`src/rtl/bec_pkg.sv`:
```
// Package for the blink event classifier: mode and kind codes,
// configuration register indexes, reset values and the configuration bundle.
// Depends on nothing; every module of the block imports it.
`timescale 1ns / 1ps
`default_nettype none

package bec_pkg;

   // Widths fixed by the stream fields.
   localparam int EAR_W   = 16;
   localparam int STAMP_W = 32;
   localparam int MS_W    = 16;
   localparam int KIND_W  = 2;
   localparam int CSR_IDX_W  = 3;
   localparam int CSR_DATA_W = 16;
   localparam int REQ_DATA_W = 48;
   localparam int RSP_DATA_W = 8;

   // Eye tracking modes.
   typedef enum logic [1:0] {
      MODE_OPEN    = 2'd0,
      MODE_CLOSING = 2'd1,
      MODE_WAITING = 2'd2
   } mode_type;

   // Reported blink kinds.
   typedef enum logic [KIND_W-1:0] {
      KIND_NONE   = 2'd0,
      KIND_SINGLE = 2'd1,
      KIND_DOUBLE = 2'd2,
      KIND_LONG   = 2'd3
   } kind_type;

   // Configuration register indexes.
   typedef enum logic [CSR_IDX_W-1:0] {
      REG_FIXED_THRESHOLD = 3'd0,
      REG_BASELINE_LEVEL  = 3'd1,
      REG_USE_BASELINE    = 3'd2,
      REG_MIN_CLOSURE     = 3'd3,
      REG_SINGLE_LIMIT    = 3'd4,
      REG_LONG_LIMIT      = 3'd5,
      REG_PAIR_WINDOW     = 3'd6
   } reg_index_type;

   // Reset values of the configuration registers.
   localparam logic [EAR_W-1:0] FIXED_THRESHOLD_RST = 16'd13763;
   localparam logic [EAR_W-1:0] BASELINE_LEVEL_RST  = 16'd0;
   localparam logic [MS_W-1:0]  MIN_CLOSURE_RST     = 16'd50;
   localparam logic [MS_W-1:0]  SINGLE_LIMIT_RST    = 16'd400;
   localparam logic [MS_W-1:0]  LONG_LIMIT_RST      = 16'd1000;
   localparam logic [MS_W-1:0]  PAIR_WINDOW_RST     = 16'd500;

   // Configuration as seen by the classifier.
   typedef struct packed {
      logic [EAR_W-1:0] fixed_threshold;
      logic [EAR_W-1:0] baseline_level;
      logic             use_baseline;
      logic [MS_W-1:0]  min_closure_ms;
      logic [MS_W-1:0]  single_limit_ms;
      logic [MS_W-1:0]  long_limit_ms;
      logic [MS_W-1:0]  pair_window_ms;
   } cfg_type;

endpackage

`default_nettype wire

```
`src/rtl/bec_csr.sv`:
```
// Configuration registers of the blink event classifier.
// Depends on bec_pkg for register indexes, reset values and cfg_type.
`timescale 1ns / 1ps
`default_nettype none

module bec_csr (
   input  wire                               clock,
   input  wire                               reset,
   input  wire                               csr_valid,
   output logic                              csr_ready,
   input  wire  [bec_pkg::CSR_IDX_W-1:0]     csr_index,
   input  wire  [bec_pkg::CSR_DATA_W-1:0]    csr_data,
   output bec_pkg::cfg_type                  cfg
);
   import bec_pkg::*;

   cfg_type cfg_ff;
   cfg_type cfg_in;

   // Writes are always taken.
   assign csr_ready = 1'b1;

   // Decode the written register; unknown indexes are ignored.
   always_comb begin
      cfg_in = cfg_ff;
      if (csr_valid) begin
         case (reg_index_type'(csr_index))
            REG_FIXED_THRESHOLD: cfg_in.fixed_threshold = csr_data;
            REG_BASELINE_LEVEL:  cfg_in.baseline_level  = csr_data;
            REG_USE_BASELINE:    cfg_in.use_baseline    = csr_data[0];
            REG_MIN_CLOSURE:     cfg_in.min_closure_ms  = csr_data;
            REG_SINGLE_LIMIT:    cfg_in.single_limit_ms = csr_data;
            REG_LONG_LIMIT:      cfg_in.long_limit_ms   = csr_data;
            REG_PAIR_WINDOW:     cfg_in.pair_window_ms  = csr_data;
            default:             cfg_in = cfg_ff;
         endcase
      end
   end

   always_ff @(posedge clock) begin
      if (reset) begin
         cfg_ff.fixed_threshold <= FIXED_THRESHOLD_RST;
         cfg_ff.baseline_level  <= BASELINE_LEVEL_RST;
         cfg_ff.use_baseline    <= 1'b0;
         cfg_ff.min_closure_ms  <= MIN_CLOSURE_RST;
         cfg_ff.single_limit_ms <= SINGLE_LIMIT_RST;
         cfg_ff.long_limit_ms   <= LONG_LIMIT_RST;
         cfg_ff.pair_window_ms  <= PAIR_WINDOW_RST;
      end else begin
         cfg_ff <= cfg_in;
      end
   end

   assign cfg = cfg_ff;

endmodule

`default_nettype wire

```
`src/rtl/bec_fsm.sv`:
```
// Blink state machine: closed-eye test, duration compares and mode tracking.
// Depends on bec_pkg for mode and kind codes and cfg_type.
`timescale 1ns / 1ps
`default_nettype none

module bec_fsm #(
   parameter int TIME_BITS = 32
) (
   input  wire                           clock,
   input  wire                           reset,
   input  wire                           step,
   input  wire  [bec_pkg::EAR_W-1:0]     ear,
   input  wire  [TIME_BITS-1:0]          now,
   input  bec_pkg::cfg_type              cfg,
   output bec_pkg::kind_type             kind
);
   import bec_pkg::*;

   mode_type             mode_ff, mode_in;
   logic [TIME_BITS-1:0] closure_start_ff, closure_start_in;
   logic [TIME_BITS-1:0] short_time_ff, short_time_in;

   logic [EAR_W+3:0]     ear_x10;
   logic [EAR_W+2:0]     base_x7;
   logic                 closed;
   logic [TIME_BITS-1:0] close_dur;
   logic [TIME_BITS-1:0] gap_dur;
   logic                 below_min, at_long, within_single, within_pair;

   // Closed-eye test; 0.7 * baseline is compared as 10 * ear < 7 * baseline.
   always_comb begin
      ear_x10 = {1'b0, ear, 3'b000} + {3'b000, ear, 1'b0};
      base_x7 = {cfg.baseline_level, 3'b000} - {3'b000, cfg.baseline_level};
      if (cfg.use_baseline) begin
         closed = ear_x10 < {1'b0, base_x7};
      end else begin
         closed = ear < cfg.fixed_threshold;
      end
   end

   // Modular durations against the stored timestamps.
   always_comb begin
      close_dur     = now - closure_start_ff;
      gap_dur       = now - short_time_ff;
      below_min     = close_dur <  TIME_BITS'(cfg.min_closure_ms);
      at_long       = close_dur >= TIME_BITS'(cfg.long_limit_ms);
      within_single = close_dur <= TIME_BITS'(cfg.single_limit_ms);
      within_pair   = gap_dur   <= TIME_BITS'(cfg.pair_window_ms);
   end

   // Next mode and reported kind.
   always_comb begin
      mode_in          = mode_ff;
      closure_start_in = closure_start_ff;
      short_time_in    = short_time_ff;
      kind             = KIND_NONE;
      case (mode_ff)
         MODE_CLOSING: begin
            if (!closed) begin
               if (below_min) begin
                  mode_in = MODE_OPEN;
               end else if (at_long) begin
                  mode_in = MODE_OPEN;
                  kind    = KIND_LONG;
               end else if (within_single) begin
                  mode_in       = MODE_WAITING;
                  short_time_in = now;
               end else begin
                  mode_in = MODE_OPEN;
                  kind    = KIND_SINGLE;
               end
            end else if (at_long) begin
               mode_in = MODE_OPEN;
               kind    = KIND_LONG;
            end
         end
         MODE_WAITING: begin
            if (closed) begin
               mode_in          = MODE_CLOSING;
               closure_start_in = now;
               kind             = within_pair ? KIND_DOUBLE : KIND_SINGLE;
            end else if (!within_pair) begin
               mode_in = MODE_OPEN;
               kind    = KIND_SINGLE;
            end
         end
         default: begin
            // Open, and the unused code, which behaves as open.
            mode_in = MODE_OPEN;
            if (closed) begin
               mode_in          = MODE_CLOSING;
               closure_start_in = now;
            end
         end
      endcase
   end

   // State registers advance once per processed sample.
   always_ff @(posedge clock) begin
      if (reset) begin
         mode_ff          <= MODE_OPEN;
         closure_start_ff <= '0;
         short_time_ff    <= '0;
      end else if (step) begin
         mode_ff          <= mode_in;
         closure_start_ff <= closure_start_in;
         short_time_ff    <= short_time_in;
      end
   end

endmodule

`default_nettype wire

```
`src/rtl/blink_event_classifier.sv`:
```
// Blink event classifier, top level.
// A request is held in the input register; its result is registered for rsp_tdata.
// Throughput: one request per cycle while rsp_tready does not stall the result register.
// Reset (synchronous, active high) restores the register defaults, sets the
// eye mode to open, clears the stored timestamps and empties both stages.
// Depends on bec_pkg, bec_csr and bec_fsm.
`timescale 1ns / 1ps
`default_nettype none

module blink_event_classifier #(
   parameter int TIME_BITS = 32
) (
   input  wire                              clock,
   input  wire                              reset,
   // tdata: ear_sample [15:0], time_ms [47:16]
   input  wire                              req_tvalid,
   output logic                             req_tready,
   input  wire  [bec_pkg::REQ_DATA_W-1:0]   req_tdata,
   // tdata: blink_kind [1:0], zeros above
   output logic                             rsp_tvalid,
   input  wire                              rsp_tready,
   output logic [bec_pkg::RSP_DATA_W-1:0]   rsp_tdata,
   input  wire                              csr_valid,
   output logic                             csr_ready,
   input  wire  [bec_pkg::CSR_IDX_W-1:0]    csr_index,
   input  wire  [bec_pkg::CSR_DATA_W-1:0]   csr_data
);
   import bec_pkg::*;

   cfg_type              cfg;
   kind_type             kind;
   logic                 step;

   logic                 in_valid_ff;
   logic [EAR_W-1:0]     ear_ff;
   logic [STAMP_W-1:0]   stamp_ff;
   logic                 out_valid_ff;
   logic [KIND_W-1:0]    kind_ff;

   bec_csr u_csr (
      .clock     (clock),
      .reset     (reset),
      .csr_valid (csr_valid),
      .csr_ready (csr_ready),
      .csr_index (csr_index),
      .csr_data  (csr_data),
      .cfg       (cfg)
   );

   bec_fsm #(
      .TIME_BITS (TIME_BITS)
   ) u_fsm (
      .clock (clock),
      .reset (reset),
      .step  (step),
      .ear   (ear_ff),
      .now   (TIME_BITS'(stamp_ff)),
      .cfg   (cfg),
      .kind  (kind)
   );

   // A held request moves on when the result register is free or draining.
   assign step       = in_valid_ff && (!out_valid_ff || rsp_tready);
   assign req_tready = !in_valid_ff || step;

   // Input register.
   always_ff @(posedge clock) begin
      if (reset) begin
         in_valid_ff <= 1'b0;
      end else if (req_tready) begin
         in_valid_ff <= req_tvalid;
      end
   end

   always_ff @(posedge clock) begin
      if (req_tvalid && req_tready) begin
         ear_ff   <= req_tdata[EAR_W-1:0];
         stamp_ff <= req_tdata[EAR_W+STAMP_W-1:EAR_W];
      end
   end

   // Result register.
   always_ff @(posedge clock) begin
      if (reset) begin
         out_valid_ff <= 1'b0;
      end else if (step) begin
         out_valid_ff <= 1'b1;
      end else if (rsp_tready) begin
         out_valid_ff <= 1'b0;
      end
   end

   always_ff @(posedge clock) begin
      if (step) begin
         kind_ff <= kind;
      end
   end

   assign rsp_tvalid = out_valid_ff;
   assign rsp_tdata  = {{(RSP_DATA_W-KIND_W){1'b0}}, kind_ff};

endmodule

`default_nettype wire

```
`config.mk`:
```
export PLATFORM = sky130hd
export DESIGN_NAME = blink_event_classifier
export DESIGN_NICKNAME = d
export VERILOG_FILES = /design/src/rtl/bec_pkg.sv /design/src/rtl/bec_csr.sv /design/src/rtl/bec_fsm.sv /design/src/rtl/blink_event_classifier.sv
export SDC_FILE = /design/constraint.sdc
export NUM_CORES = 1
export LEC_CHECK = 0
export BUFFER_PORTS_ARGS = -buffer_cell sky130_fd_sc_hd__buf_2
export CORE_ASPECT_RATIO = 0.8
export CORE_MARGIN = 2
export CORE_UTILIZATION = 63
export CTS_BUF_LIST = sky130_fd_sc_hd__clkbuf_8 sky130_fd_sc_hd__clkbuf_16
export DETAILED_ROUTE_END_ITERATION = 7
export PLACE_DENSITY = 0.82
export SLEW_MARGIN = 25
export SYNTH_ARGS = -nofsm -noshare
export SYNTH_HDL_FRONTEND = slang
export SYNTH_HIERARCHICAL = 1
export SYNTH_SLANG_ARGS = --single-unit
```
`constraint.sdc`:
```
create_clock -name clock -period 6 [get_ports clock]
set_clock_uncertainty 0.2 [all_clocks]
set_input_delay 0.3 -clock clock [delete_from_list [all_inputs] [get_ports clock]]
set_output_delay 0.3 -clock clock [all_outputs]
set_load 0.02 [all_outputs]
```
Word level (Yosys, flattened, before mapping)
Cells that the tools add are included.
- register bits: 215
- input port bits: 72
- output and inout bits: 11
- word-level logic and storage cells: 78
- add/subtract/negate cells: 4
- $lt $le $gt $ge: 6
- eq/ne operators: 10
- muxes and demuxes: 21
- bitwise logic cells: 4
- reductions and logical operators: 18
- operators with widths (kind ; count):
    $le A32 B16 Y1 ; 2
    $sub A32 B32 Y32 ; 2
    $ge A32 B16 Y1 ; 1
    $lt A32 B16 Y1 ; 1
    $mux W2 ; 13
    $add A19 B17 Y20 ; 1
    $lt A20 B19 Y1 ; 1
    $sub A19 B16 Y19 ; 1
    $lt A16 B16 Y1 ; 1
    $reduce_and A2 Y1 ; 7
    $eq A3 B3 Y1 const B ; 3
    $pmux W2 S2 ; 2
    $eq A3 B2 Y1 const B ; 2
    $mux W1 ; 6
    $reduce_and A3 Y1 ; 2
    $reduce_and A6 Y1 ; 1
    $not A1 Y1 ; 4
    $eq A3 B1 Y1 const B ; 1
    $logic_not A3 Y1 ; 1
    $ne A3 B2 Y1 const B ; 1
    $ne A3 B3 Y1 const B ; 1
    $eq A2 B1 Y1 const B ; 1
    $eq A2 B2 Y1 const B ; 1
    $logic_and A1 B1 Y1 ; 2
    3 further kinds ; 5

Longest topological paths before layout
- word-level depth: 7
- mapped depth: 25

Hierarchy
The synthesis kept the hierarchy.
- modules (own cells, without submodules) (module ; instances ; cells an instance ; area each (µm²) ; seq. area each (µm²)):
    bec_fsm ; 1 ; 1429 ; 10261.1 ; 1321.3
    bec_csr ; 1 ; 360 ; 3871.2 ; 1941.9
    blink_event_classifier ; 1 ; 67 ; 1654.1 ; 1541.5

Worst setup path before layout
No wires, ideal clock.
- path type: reg-to-reg
- start point: reg u_csr.cfg_ff, in the netlist u_csr/cfg[68]
- end point: reg u_fsm.short_time_ff[10]
- library setup time: 0.129 ns
- arrival: 4.778 ns
- slack: 0.893 ns
- stages on the path, launching flop included: 24
- path buffers: 1
- cells stage by stage: dfxtp_1 > inv_1 > ha_1 > nor4b_1 > o21a_1 > o21a_1 > o2111ai_1 > a311oi_1 > o21ai_0 > a21boi_0 > o21a_1 > o21a_1 > nor3_1 > nor2_1 > ha_1 > o21ai_0 > o21ai_0 > a31oi_1 > o221ai_1 > o21ai_0 > or3b_2 > nor4_4 > buf_4 > o31ai_1
- word-level cells in the longest chain between the ends: 5
- RTL lines (item ; RTL line ; RTL):
    start: declaration ; bec_csr.sv:17 ; cfg_type cfg_ff;
    start signal: assignment ; bec_csr.sv:50 ; cfg_ff <= cfg_in;
    $sub A19 B16 Y19 ; bec_fsm.sv:33 ; base_x7 = {cfg.baseline_level, 3'b000} - {3'b000, cfg.baseline_level};
    $lt A20 B19 Y1 ; bec_fsm.sv:35 ; closed = ear_x10 < {1'b0, base_x7};
    $mux W1 ; bec_fsm.sv:34 ; if (cfg.use_baseline) begin
    $not A1 Y1 (no source line) ; n/a ;
    $reduce_and A6 Y1 (no source line) ; n/a ;
    end signal: assignment ; bec_fsm.sv:107 ; short_time_ff <= short_time_in;
    end: declaration ; bec_fsm.sv:21 ; logic [TIME_BITS-1:0] short_time_ff, short_time_in;
No other way between the ends.
A chain may end at the register's enable or synchronous reset.

Worst setup path in the final report
- start point: reg stamp_ff[2]
- end point: reg u_fsm.short_time_ff[7]
- word-level cells in the longest chain between the ends: 4
- RTL lines (item ; RTL line ; RTL):
    start: declaration ; blink_event_classifier.sv:36 ; logic [STAMP_W-1:0] stamp_ff;
    start signal: assignment ; blink_event_classifier.sv:78 ; stamp_ff <= req_tdata[EAR_W+STAMP_W-1:EAR_W];
    $sub A32 B32 Y32 * ; bec_fsm.sv:43 ; close_dur = now - closure_start_ff;
    $lt A32 B16 Y1 / $ge A32 B16 Y1 (equally long branches) ; bec_fsm.sv:45, bec_fsm.sv:46 ;
    $not A1 Y1 (no source line) ; n/a ;
    $reduce_and A6 Y1 (no source line) * ; n/a ;
Mark *: on every way between the ends. The rest lies on a longest branch, timed or not.

==> run summary <==
The initial antenna violation count is 2. For this design the ratio of total power to cell area is 232.1 nW/um^2. The count of nets left with antenna violations once routing finished came out at 0. The first-pass GRT wire length is 72950 um. CTS built an H-tree with a depth of 1. Setup repair after global routing left no endpoint under its margin. The leakage power of the design came out at 7.525 nW. The total number of vias came out at 14270. For the worst-skew pair, the clock arrives at the later sink with an insertion delay of 0.53 ns. After synthesis, the largest family of logic cells by area is simple AND/OR/NAND/NOR gates.

The number of global-route vias before repair came out at 13840. Entering global routing, the biggest net connects 81 pins. The netlist area before placement is 15790 um^2.

The horizontal die dimension came out at 181.0 um. The total wirelength of the detailed-routed design is 45580 um. The count of flip-flops with a built-in enable after synthesis came out at 50.

The placed wire-length estimate is 32410 um. The global router's overall resource usage came out at 34.11%. The sort of element at the end of the critical path is a flop. The sequential-to-total area share from yosys stat came out at 30.44%. For the pin with the worst max-slew slack, the measured transition is 0.8582 ns. Row generation in the floorplan step produced 51 rows. The routed via count divided by cell count came out at 6.241. The accumulated negative setup slack is 0 ns. The synthesized netlist devotes 19.64% of its cell area to simple gates.

The critical path arrival came out at 5.95 ns. The compound-gate portion of the synthesized area came out at 17.68%. The share of the synthesized netlist area taken by xor and xnor gates is 3.384%. The worst supply voltage drop on vdd came out at 0.2618 mV. The post-route cell area is 17740 um^2. The die is 145.6 um tall. The setup violation total in the final timing report is 0. The count of buffers added on input and output ports is 75.

The number of buffers between clock root and the deepest sink came out at 3. The first detailed-routing pass took 5 iterations. The worst hold path belongs to the class input port to flop. The placed standard-cell area came out at 16280 um^2. The post-route netlist has 8.592% of its cells at a drive strength greater than 1. The warning count from the yosys run is 6. The setup fix buffers added after clock tree synthesis came out at 0. The root buffer cell is sky130_fd_sc_hd__clkbuf_16. The remaining routing DRC violations came out at 0.

The count of cell types in the netlist is 80. The final critical delay including setup and external delays came out at 5.722 ns. The run finished with clean final reports. The highest clock frequency the design can meet is 174.8 MHz.

In the synthesized netlist the dominant register cell turns out to be sky130_fd_sc_hd__dfxtp_1. The number of maximum-capacitance constraint violations came out at 0. The utilization after layout is 72.41%. The clock-pin slew of the registers on the worst-case setup and hold paths is 0.07 ns.

The mux contribution to synthesized area came out at 6.610%. Clock tree synthesis found a total of 215 sinks. The initial core utilization is 64.43%. The final hold violation count is 0. The wire length per cell after detailed routing is 19.93 um. The area of the core region came out at 24500 um^2. The first routing iteration left 1422 violations. Routability-driven placement finished with a final weighted congestion of 0.9513.

The synthesis-stage register bit count is 215. The fraction of synthesis flops using an asynchronous set or reset pin is 0%. The total number of nets in the final design is 2210. The synthesized netlist cell count is 1856. The data required time at the worst endpoint came out at 6.23 ns. A synthesized cell averages 8.506 um^2. In this run the count of I/O pins placed on the die edge is 83. The critical path startpoint category is a flop. The critical path class is flop to flop. The total count of max-transition violations in the final report is 0. The number of buffers created by CTS came out at 24. The final cycle utilization of the critical path is 95.37%. The area share of fa/ha/maj cells after synthesis is 15.12%.

The layout-stage area growth over the synthesis result came out at 12.39%. TritonCTS built the clock tree. The critical-path maximum fanout came out at 64. The full die area is 26350 um^2. The post-route worst hold slack came out at 0.02960 ns. The worst pin sits at a relative slew slack of 42.26%.

The total congestion overflow is 0.
[metal layers]
layer / vias up / part of all wire, % / wire (um) / GRT usage [%]
li1: 6758 / - / - / -
met2: 617 / 44 / 20140 / 53.65
met1: 6811 / 45 / 20480 / 49.03
met3: 87 / 8.8 / 3993 / 5.631
met5: - / 0 / 0 / 0
met4: 0 / 2.1 / 963 / 8.374
[repair_timing]
action,4_1_cts,5_1_grt
hold buffers,64,0
hold endpoints to repair,77,0
setup endpoints to repair,0,65
gates resized for setup,0,4
[critical path, cell delays in order (launching register included)]
cell                       delay (ns)
sky130_fd_sc_hd__edfxtp_1        0.54
sky130_fd_sc_hd__ha_1            0.43
sky130_fd_sc_hd__o211ai_1        0.12
sky130_fd_sc_hd__a21oi_1         0.27
sky130_fd_sc_hd__o21a_2          0.27
sky130_fd_sc_hd__a21boi_4        0.10
sky130_fd_sc_hd__o21ai_0         0.40
sky130_fd_sc_hd__a31oi_1         0.18
sky130_fd_sc_hd__xnor2_1         0.37
sky130_fd_sc_hd__ha_1            0.24
sky130_fd_sc_hd__nand4_1         0.09
sky130_fd_sc_hd__or2_2           0.31
sky130_fd_sc_hd__nor4_2          0.38
sky130_fd_sc_hd__nor2_1          0.07
sky130_fd_sc_hd__a21oi_1         0.34
sky130_fd_sc_hd__or3b_2          0.53
sky130_fd_sc_hd__nor4_4          0.21
sky130_fd_sc_hd__buf_12          0.30
sky130_fd_sc_hd__nand3b_1        0.14
sky130_fd_sc_hd__o31ai_1         0.10
[flip-flops by register name (all words and copies together), names as in the netlist]
| name | flops |
|---|---|
| rsp_tvalid | 1 |
| u_fsm/short_time_ff | 32 |
| u_fsm/closure_start_ff | 32 |
| u_fsm/mode_ff | 2 |
| in_valid_ff | 1 |
| kind_ff | 2 |
| stamp_ff | 32 |
| u_csr/cfg | 97 |
| ear_ff | 16 |
[placed cells by master (no fill, tap or decap), types with 13 or more instances in the layout]
| cell type | count |
|---|---|
| sky130_fd_sc_hd__nand4_1 | 27 |
| sky130_fd_sc_hd__o21ai_0 | 66 |
| sky130_fd_sc_hd__buf_2 | 74 |
| sky130_fd_sc_hd__nor2_1 | 110 |
| sky130_fd_sc_hd__o21a_1 | 24 |
| sky130_fd_sc_hd__nand3_1 | 28 |
| sky130_fd_sc_hd__dlygate4sd3_1 | 64 |
| sky130_fd_sc_hd__nand2_1 | 142 |
| sky130_fd_sc_hd__nor2b_1 | 16 |
| sky130_fd_sc_hd__a21o_1 | 41 |
| sky130_fd_sc_hd__o31ai_1 | 41 |
| sky130_fd_sc_hd__o21bai_1 | 13 |
| sky130_fd_sc_hd__clkbuf_16 | 27 |
| sky130_fd_sc_hd__or2_2 | 14 |
| sky130_fd_sc_hd__a21oi_1 | 148 |
| sky130_fd_sc_hd__mux2i_1 | 102 |
| sky130_fd_sc_hd__nand2b_1 | 108 |
| sky130_fd_sc_hd__xor2_1 | 22 |
| sky130_fd_sc_hd__ha_1 | 186 |
| sky130_fd_sc_hd__dfxtp_1 | 165 |
| sky130_fd_sc_hd__edfxtp_1 | 50 |
| sky130_fd_sc_hd__inv_1 | 181 |
| sky130_fd_sc_hd__nor3_1 | 28 |
| sky130_fd_sc_hd__nor4_1 | 14 |
| sky130_fd_sc_hd__nand3b_1 | 33 |
| sky130_fd_sc_hd__xnor2_1 | 39 |
[cell type report]
type / instances / area (um^2)
flip-flops and latches: 215 / 4805
multi-input cells: 1376 / 9917
clock inverters: 15 / 91.34
repair buffers: 154 / 1155
fillers: 1792 / 6761
diodes: 2 / 5.005
inverters: 178 / 668.1
clock buffers: 29 / 703.2
well taps: 318 / 397.9
[worst paths after layout]
kind | from | endpoint | slack (ns) | depth (start not counted)
max | stamp_ff[2] | u_fsm/short_time_ff[7] | 0.28 | 19
min | reset | u_fsm/closure_start_ff[30] | 0.03 | 2
max reg2reg | stamp_ff[2] | u_fsm/short_time_ff[7] | 0.28 | 19
min reg2reg | u_fsm/closure_start_ff[23] | u_fsm/closure_start_ff[23] | 0.26 | 2
[cell families (layout without fill, tap and decap cells)]
group,count (synthesis),in the layout
and+or+nand+nor,580,580
AOI/OAI and AO/OA,435,435
buffers and inverters,270,376
DFF,215,215
adders and majority gates,189,189
muxes,104,104
xor gates and xnor gates,61,61
other,2,9
[power breakdown]
group	internal (mW)	switching, mW	total [mW]
combinational	0.439	0.619	1.06
sequential	1.53	0.0510	1.58
clock	0.839	0.643	1.48
total	2.81	1.31	4.12
[per-stage QoR]
stage	instances	setup WS (ns)	total power [mW]
after CTS	2284	0.1795	4.074
final	2287	0.2781	4.119
after global routing	2287	0.004996	4.292
after floorplan	1861	0.8925	2.310
after detailed placement	2176	0.2191	2.574
after global placement	2175	0.4546	2.546
[cells in the mapped netlist, types with 41 or more instances]
cell type,number,area [um^2]
sky130_fd_sc_hd__ha_1,186,2327
sky130_fd_sc_hd__o31ai_1,41,307.8
sky130_fd_sc_hd__a21o_1,41,307.8
sky130_fd_sc_hd__a21oi_1,148,740.7
sky130_fd_sc_hd__o21ai_0,67,335.3
sky130_fd_sc_hd__nor2_1,110,412.9
sky130_fd_sc_hd__nand2b_1,108,675.7
sky130_fd_sc_hd__clkbuf_1,62,232.7
sky130_fd_sc_hd__mux2i_1,102,1021
sky130_fd_sc_hd__nand2_1,142,533.0
sky130_fd_sc_hd__dfxtp_1,165,3303
sky130_fd_sc_hd__inv_1,178,668.1
sky130_fd_sc_hd__edfxtp_1,50,1501
No activity file was read; power rests on OpenSTA's default activity.
